<file path="src/hw/rtl/sclp_pkg.sv">
`timescale 1ns / 1ps

package sclp_pkg;

   localparam int VALUE_W  = 27;
   localparam int STATUS_W = 2;
   localparam int CMD_W    = 3;
   localparam int CSR_W    = 3;
   localparam int KWORD_W  = 64;

   localparam logic [7:0] CH_NUL   = 8'd0;
   localparam logic [7:0] CH_LF    = 8'd10;
   localparam logic [7:0] CH_CR    = 8'd13;
   localparam logic [7:0] CH_SPACE = 8'd32;

   localparam logic [STATUS_W-1:0] STATUS_MATCHED  = 2'd0;
   localparam logic [STATUS_W-1:0] STATUS_NO_MATCH = 2'd1;
   localparam logic [STATUS_W-1:0] STATUS_TOO_LONG = 2'd2;

   localparam logic [CSR_W-1:0] CSR_KEYWORD_COUNT = 3'd0;
   // keyword registers follow the count register in order
   localparam logic [CSR_W-1:0] CSR_KEYWORD_0     = 3'd1;

   typedef logic [VALUE_W-1:0] value_type;

   function automatic logic is_line_end(input logic [7:0] c);
      return (c == CH_LF) || (c == CH_CR) || (c == CH_NUL);
   endfunction

   // keep the keyword bytes up to the first zero byte, clear the rest
   function automatic logic [KWORD_W-1:0] keyword_text(input logic [KWORD_W-1:0] w);
      logic [KWORD_W-1:0] r;
      logic               live;
      r    = '0;
      live = 1'b1;
      for (int b = 0; b < 8; b++) begin
         if (w[8*b +: 8] == 8'h00) live = 1'b0;
         if (live) r[8*b +: 8] = w[8*b +: 8];
      end
      return r;
   endfunction

endpackage

</file>
<file path="src/hw/rtl/serial_command_line_parser.sv">
`timescale 1ns / 1ps
// Channel   Direction  Handshake           Payload
// req_      in         req_valid/ready     req_rx_byte
// rsp_      out        rsp_valid/ready     rsp_status, rsp_command_index, rsp_value_0..3
// csr_      in         csr_valid/ready     csr_index, csr_data (always ready)
//
// A byte that does not end the line leaves intake open for the next byte.
// A line end walks the line store one byte a cycle through a single shared
// multiply-by-ten-and-add unit, stopping early once TOKENS tokens are found,
// then makes one keyword compare a cycle, then loads the output register.
// A line end on a full line store skips the walk and reports too long.
// Reset clears the fill count, keyword registers and all handshake state.
// A pending result does not stall byte intake; the next line end waits in its
// final cycle until the output register is free.

module serial_command_line_parser #(
   parameter int LINE_BYTES  = 32,
   parameter int TOKEN_CHARS = 8,
   parameter int TOKENS      = 4,
   parameter int KEYWORDS    = 7
) (
   input  logic                          clock,
   input  logic                          reset,
   input  logic                          req_valid,
   output logic                          req_ready,
   input  logic [7:0]                    req_rx_byte,
   output logic                          rsp_valid,
   input  logic                          rsp_ready,
   output logic [sclp_pkg::STATUS_W-1:0] rsp_status,
   output logic [sclp_pkg::CMD_W-1:0]    rsp_command_index,
   output logic [sclp_pkg::VALUE_W-1:0]  rsp_value_0,
   output logic [sclp_pkg::VALUE_W-1:0]  rsp_value_1,
   output logic [sclp_pkg::VALUE_W-1:0]  rsp_value_2,
   output logic [sclp_pkg::VALUE_W-1:0]  rsp_value_3,
   input  logic                          csr_valid,
   output logic                          csr_ready,
   input  logic [sclp_pkg::CSR_W-1:0]    csr_index,
   input  logic [sclp_pkg::KWORD_W-1:0]  csr_data
);
   import sclp_pkg::*;

   localparam int AW  = $clog2(LINE_BYTES);
   localparam int CW  = $clog2(LINE_BYTES + 1);
   localparam int KCW = $clog2(TOKEN_CHARS + 1);
   localparam int KIW = (KEYWORDS > 1) ? $clog2(KEYWORDS) : 1;

   localparam logic [1:0] ST_IDLE  = 2'd0;
   localparam logic [1:0] ST_SCAN  = 2'd1;
   localparam logic [1:0] ST_MATCH = 2'd2;
   localparam logic [1:0] ST_DONE  = 2'd3;

   logic [1:0]          state_ff, state_in;
   logic [CW-1:0]       fill_ff, fill_in;
   logic                last_space_ff, last_space_in;
   logic [CW-1:0]       idx_ff, idx_in;
   logic [KCW-1:0]      k_ff, k_in;
   logic [2:0]          tok_ff, tok_in;
   value_type           v_ff, v_in;
   logic                ok_ff, ok_in;
   logic [KWORD_W-1:0]  first_ff, first_in;
   value_type           val_ff [4];
   value_type           val_in [4];
   logic [2:0]          kwi_ff, kwi_in;
   logic [STATUS_W-1:0] res_status_ff, res_status_in;
   logic [CMD_W-1:0]    res_cmd_ff, res_cmd_in;
   logic [2:0]          kw_count_ff, kw_count_in;
   logic [KWORD_W-1:0]  kw_ff [KEYWORDS];
   logic [KWORD_W-1:0]  kw_in [KEYWORDS];
   logic                rsp_valid_ff, rsp_valid_in;
   logic [STATUS_W-1:0] rsp_status_ff, rsp_status_in;
   logic [CMD_W-1:0]    rsp_cmd_ff, rsp_cmd_in;
   value_type           rsp_value_ff [4];
   value_type           rsp_value_in [4];

   logic [7:0]          line_mem [LINE_BYTES];
   logic [7:0]          rd_data_ff;
   logic [AW-1:0]       rd_addr;
   logic                mem_we;
   logic [7:0]          mem_wdata;

   logic                req_xfer;
   logic [7:0]          c_in;
   logic [7:0]          scan_c;
   logic                tok_end;
   logic [3:0]          digit;
   logic [2:0]          kbyte;
   logic [2:0]          csr_slot;
   logic [2:0]          kw_used;
   value_type           mul_add;

   assign req_ready = (state_ff == ST_IDLE);
   assign csr_ready = 1'b1;
   assign req_xfer  = req_valid && req_ready;
   assign c_in      = req_rx_byte;

   assign rd_addr  = (state_ff == ST_IDLE) ? '0 : AW'(idx_ff + CW'(1));
   assign scan_c   = (idx_ff == fill_ff) ? CH_SPACE : rd_data_ff;
   assign tok_end  = (scan_c == CH_SPACE) || (k_ff == KCW'(TOKEN_CHARS));
   assign digit    = 4'(scan_c - "0");
   assign kbyte    = 3'(k_ff);
   assign csr_slot = csr_index - CSR_KEYWORD_0;
   assign kw_used  = (kw_count_ff > 3'(KEYWORDS)) ? 3'(KEYWORDS) : kw_count_ff;

   // shared unit: v * 10 + digit
   assign mul_add = VALUE_W'({v_ff, 3'b000}) + VALUE_W'({v_ff, 1'b0}) + VALUE_W'(digit);

   always_comb begin
      state_in      = state_ff;
      fill_in       = fill_ff;
      last_space_in = last_space_ff;
      idx_in        = idx_ff;
      k_in          = k_ff;
      tok_in        = tok_ff;
      v_in          = v_ff;
      ok_in         = ok_ff;
      first_in      = first_ff;
      val_in        = val_ff;
      kwi_in        = kwi_ff;
      res_status_in = res_status_ff;
      res_cmd_in    = res_cmd_ff;
      kw_count_in   = kw_count_ff;
      kw_in         = kw_ff;
      rsp_valid_in  = rsp_valid_ff;
      rsp_status_in = rsp_status_ff;
      rsp_cmd_in    = rsp_cmd_ff;
      rsp_value_in  = rsp_value_ff;
      mem_we        = 1'b0;
      mem_wdata     = c_in;

      if (rsp_valid_ff && rsp_ready) rsp_valid_in = 1'b0;

      if (csr_valid) begin
         if (csr_index == CSR_KEYWORD_COUNT) begin
            kw_count_in = csr_data[2:0];
         end else if (csr_slot < 3'(KEYWORDS)) begin
            kw_in[csr_slot[KIW-1:0]] = csr_data;
         end
      end

      unique case (state_ff)
         ST_IDLE: begin
            if (req_xfer) begin
               if (is_line_end(c_in)) begin
                  idx_in   = '0;
                  k_in     = '0;
                  tok_in   = '0;
                  v_in     = '0;
                  ok_in    = 1'b1;
                  first_in = '0;
                  for (int t = 0; t < 4; t++) val_in[t] = '0;
                  if (fill_ff == CW'(LINE_BYTES)) begin
                     res_status_in = STATUS_TOO_LONG;
                     res_cmd_in    = '0;
                     state_in      = ST_DONE;
                  end else begin
                     state_in = ST_SCAN;
                  end
               end else if (fill_ff != CW'(LINE_BYTES)) begin
                  if ((c_in >= "0" && c_in <= "9") || (c_in >= "A" && c_in <= "Z")) begin
                     mem_we = 1'b1;
                  end else if (c_in >= "a" && c_in <= "z") begin
                     mem_we    = 1'b1;
                     mem_wdata = c_in - 8'd32;
                  end else if (c_in == CH_SPACE && fill_ff != '0 && !last_space_ff) begin
                     mem_we = 1'b1;
                  end
                  if (mem_we) begin
                     fill_in       = fill_ff + CW'(1);
                     last_space_in = (c_in == CH_SPACE);
                  end
               end
            end
         end
         ST_SCAN: begin
            if (tok_end) begin
               // close the token; an overlong token loses this character
               val_in[tok_ff[1:0]] = v_ff;
               tok_in = tok_ff + 3'd1;
               k_in   = '0;
               v_in   = '0;
               ok_in  = 1'b1;
            end else begin
               k_in = k_ff + KCW'(1);
               if (ok_ff && scan_c >= "0" && scan_c <= "9") begin
                  v_in = mul_add;
               end else begin
                  ok_in = 1'b0;
               end
               if (tok_ff == 3'd0) first_in[{kbyte, 3'b000} +: 8] = scan_c;
            end
            if ((idx_ff == fill_ff) || (tok_end && (tok_ff + 3'd1 == 3'(TOKENS)))) begin
               kwi_in   = '0;
               state_in = ST_MATCH;
            end else begin
               idx_in = idx_ff + CW'(1);
            end
         end
         ST_MATCH: begin
            if (kwi_ff >= kw_used) begin
               res_status_in = STATUS_NO_MATCH;
               res_cmd_in    = '0;
               state_in      = ST_DONE;
            end else if (keyword_text(kw_ff[kwi_ff[KIW-1:0]]) == first_ff) begin
               res_status_in = STATUS_MATCHED;
               res_cmd_in    = kwi_ff;
               state_in      = ST_DONE;
            end else begin
               kwi_in = kwi_ff + 3'd1;
            end
         end
         ST_DONE: begin
            // hold until the output register is free
            if (!rsp_valid_ff || rsp_ready) begin
               rsp_valid_in  = 1'b1;
               rsp_status_in = res_status_ff;
               rsp_cmd_in    = res_cmd_ff;
               rsp_value_in  = val_ff;
               fill_in       = '0;
               last_space_in = 1'b0;
               state_in      = ST_IDLE;
            end
         end
         default: state_in = ST_IDLE;
      endcase
   end

   always_ff @(posedge clock) begin
      if (mem_we) line_mem[fill_ff[AW-1:0]] <= mem_wdata;
      rd_data_ff <= line_mem[rd_addr];
   end

   always_ff @(posedge clock) begin
      if (reset) begin
         state_ff      <= ST_IDLE;
         fill_ff       <= '0;
         last_space_ff <= 1'b0;
         kw_count_ff   <= '0;
         rsp_valid_ff  <= 1'b0;
         for (int i = 0; i < KEYWORDS; i++) kw_ff[i] <= '0;
      end else begin
         state_ff      <= state_in;
         fill_ff       <= fill_in;
         last_space_ff <= last_space_in;
         kw_count_ff   <= kw_count_in;
         rsp_valid_ff  <= rsp_valid_in;
         kw_ff         <= kw_in;
      end
   end

   always_ff @(posedge clock) begin
      idx_ff        <= idx_in;
      k_ff          <= k_in;
      tok_ff        <= tok_in;
      v_ff          <= v_in;
      ok_ff         <= ok_in;
      first_ff      <= first_in;
      val_ff        <= val_in;
      kwi_ff        <= kwi_in;
      res_status_ff <= res_status_in;
      res_cmd_ff    <= res_cmd_in;
      rsp_status_ff <= rsp_status_in;
      rsp_cmd_ff    <= rsp_cmd_in;
      rsp_value_ff  <= rsp_value_in;
   end

   assign rsp_valid         = rsp_valid_ff;
   assign rsp_status        = rsp_status_ff;
   assign rsp_command_index = rsp_cmd_ff;
   assign rsp_value_0       = rsp_value_ff[0];
   assign rsp_value_1       = rsp_value_ff[1];
   assign rsp_value_2       = rsp_value_ff[2];
   assign rsp_value_3       = rsp_value_ff[3];

endmodule

</file>
<file path="config.mk">
export PLATFORM = sky130hd
export DESIGN_NAME = serial_command_line_parser
export DESIGN_NICKNAME = d
export VERILOG_FILES = /design/src/hw/rtl/sclp_pkg.sv /design/src/hw/rtl/serial_command_line_parser.sv
export SDC_FILE = /design/constraint.sdc
export NUM_CORES = 2
export LEC_CHECK = 0
export ABC_AREA = 1
export CAP_MARGIN = 20
export CORE_MARGIN = 4
export CORE_UTILIZATION = 60
export CTS_CLUSTER_SIZE = 10
export DETAILED_ROUTE_END_ITERATION = 12
export DONT_BUFFER_PORTS = 1
export PLACE_DENSITY = 0.76
export SLEW_MARGIN = 10
export SYNTH_ARGS = -nofsm -noshare
export SYNTH_HDL_FRONTEND = slang
export SYNTH_SLANG_ARGS = --single-unit
export TNS_END_PERCENT = 5
</file>
<file path="constraint.sdc">
create_clock -name clock -period 13.95 [get_ports clock]
set_clock_uncertainty 0.15 [all_clocks]
set_input_delay 2.79 -clock clock [delete_from_list [all_inputs] [get_ports clock]]
set_output_delay 2.79 -clock clock [all_outputs]
set_load 0.005 [all_outputs]
</file>
==> reports/results.ini <==
[yosys]
muxShareOfSynthArea_pct=0.0212
synth_top_cell_by_area=edfxtp_1
netlist.area_leader.share_pct=37.5
syn_area_um2=47200
avgSynthCellArea_um2=8.70
ys_ff_latch=1059
synth_ff_type=edfxtp_1
synth_compound_area_share_pct=15.1
yosysSeqAreaShare_pct=57.4
synth_top_family_by_area=simple AND/OR/NAND/NOR gates
yosys.area_share.adder_pct=2.05
synth_cells=5424
netlist_top_cells_area=edfxtp_1, dfxtp_1, nor2_1, o21ai_0, nand2_1
synth_edf_count=590
ys_warn_count=0
netlist-cell-type-count=52
synth-xor-area-share_pct=0.613
syn_nets=5580
synth_simple_gate_area_share_pct=18.5
ys_async_sr_fraction_pct=0

[pwr]
pwr-share-clk_pct=29.0
p_int_uw=6040
combPwrFrac_pct=30.4
power.total_uw=9430
power_density_nw_per_um2=186
switching_share_pct=36.0
switching_power_uw=3390
leakage_uw=0.0201
seqPwrFrac_pct=40.6
ir_drop_mv=0.124

[flow_run]
maxCapViolCount=0

[worst_setup_path]
cp-end-kind=flop
worst-path-max-fanout=93
regToRegSetupSlack_ns=8.12
required_ns=14.13
worstSetupPathType=reg -> reg
cp-start-kind=flop
critPathArrivalTime_ns=6.01

[floorplan]
die_w_um=288
die_area_um2=83200
core_um2=77700
num_rows=102
die_y_um=288
start_util_pct=60.7
ios=196

[sta]
grt_setup_unrepaired=false
max_freq_mhz=171
finalCriticalPeriod_ns=5.83
worst_slew_pin_slew_ns=1.14
setup_viol=0
hold_viol=0
relSlewSlack_pct=23.9
post-route-period-util_pct=41.8
tns_ns=0
slew_violations=0
timing.hold.ws_ns=0.262

[cts]
cts_resized=0
cts_made_buffers=117
root_buffer=clkbuf_16
cts_tree=done
cts_hold_buf=0
cts_sinks=1059
clk_pin_slew_ns=0.06
post_cts_buffers=0
clk_latency_ns=0.71
cts_max_path_buffers=3
htree_num_levels=3

[place]
portBuffers=0
place_congestion=0.867
dp.final_hpwl_um=71000
dpl.cell_count=6180

[final_layout]
drive_gt1_share_pct=4.48
fin_util_pct=65.4
fill_cells=6205
instances_no_fill=6352
num-nets-final=5416
syn2layout_area_growth_pct=7.68
antenna_cells=0

[routing]
routed_wl_um=123000
drt-wirelength-per-cell_um=19.4
ant_nets=0
drtPass1Iterations=7
route.detailed.drc=0
vias_per_cell=5.90
via_count=37500
drt_iter0_markers=4103

[global_routing]
grt_max_degree=129
antenna_found_initial=2
grt-ovfl-total=0
grt_use_total_pct=29.0
grt_pass1_wl_um=194000
grt_pass1_vias=35100

[outcome]
run_status=finished clean

[min_path]
hp-class=reg -> reg

-- through the flow --
step / worst slack, ns / instance area [um2]
after floorplan: 4.93 / 47200
after global placement: 7.55 / 47500
after detailed placement: 7.56 / 47500
after CTS: 8.18 / 50800
after global routing: 7.65 / 50800
final: 8.12 / 50800
-- layout by cell type (no fill, tap or decap), types with 20 or more instances in the layout --
cell type  count
a21oi_1      303
buf_4         52
clkbuf_1      44
clkbuf_16    118
dfxtp_1      469
edfxtp_1     590
ha_1          73
inv_1        359
nand2_1      629
nand3_1      215
nand4_1       27
nor2_1      1254
o211ai_1      38
o21ai_0      814
o21ai_1       61
o22ai_1       49
xor2_1        20
-- cells in the mapped netlist (49+ instances only) --
cell      number
nor2_1      1264
o21ai_0      814
nand2_1      629
edfxtp_1     590
dfxtp_1      469
inv_1        364
a21oi_1      304
clkbuf_1     246
nand3_1      215
ha_1          74
o21ai_1       61
o22ai_1       49
-- path summary, 6_finish.rpt --
path	from	end	depth (start not counted)
max	kwi_ff[0]	res_cmd_ff[2]	22
min reg2reg	res_cmd_ff[0]	rsp_command_index[0]	0
min	res_cmd_ff[0]	rsp_command_index[0]	0
max reg2reg	kwi_ff[0]	res_cmd_ff[2]	22
-- power groups by stage --
stage | Clock (uW) | Sequential, uW | Combinational, uW
after floorplan | 0 | 3830 | 2130
after global placement | 0 | 3880 | 2750
after detailed placement | 0 | 3890 | 2800
after CTS | 2770 | 3830 | 2820
after global routing | 2890 | 3850 | 3200
final | 2740 | 3830 | 2860
-- routing by layer --
metal / vias to the layer above / share of wire [%] / track usage (%)
met5: - / 0 / 0
met3: 291 / 9.3 / 4.59
met4: 0 / 3.2 / 10.3
met2: 1777 / 46 / 46.8
li1: 17900 / - / -
met1: 17600 / 41 / 40.2
-- worst max-delay path: stages (launching register included) --
cell and delay, ns:
edfxtp_1 0.39, buf_4 0.32, inv_4 0.70, buf_4 0.93
o21ai_0 0.17, nand3_1 0.14, o21ai_0 0.31, nand2_1 0.17
nor2_1 0.06, nand2_2 0.12, nand4_4 0.23, nor2_4 0.44
nand2_1 0.09, nand2_1 0.07, nand2_1 0.05, inv_1 0.05
nand2_1 0.04, nor2_1 0.13, nand2_1 0.09, nor2_1 0.09
nand2_1 0.11, nand2_2 0.11, and3_1 0.42
-- cells by family (layout without fill, tap and decap cells) --
kind of cell | after synthesis | in the layout
simple gates | 2190 | 2190
compound gates | 1343 | 1343
flops | 1059 | 1059
buf+inv | 721 | 609
fa+ha+maj | 76 | 76
xor+xnor | 33 | 33
other cells | 1 | 1
mux | 1 | 1
-- sequential cells by signal (all words and copies together) (netlist names), 64 cells and up --
| name | flops |
|---|---|
| first_ff | 64 |
| line_mem | 256 |
| val_ff | 108 |
| kw_ff | 448 |
-- final cells by class --
cell class	count	area (um2)	area share (%)
flip-flops and latches	1059	27100	53.3
clock inverters	7	144	0.283
well taps	1040	1300	2.56
repair buffers	54	433	0.852
inverters	384	1460	2.88
multi-input cells	3644	17200	33.9
clock buffers	164	3150	6.19
No activity file was read; power rests on OpenSTA's default activity.
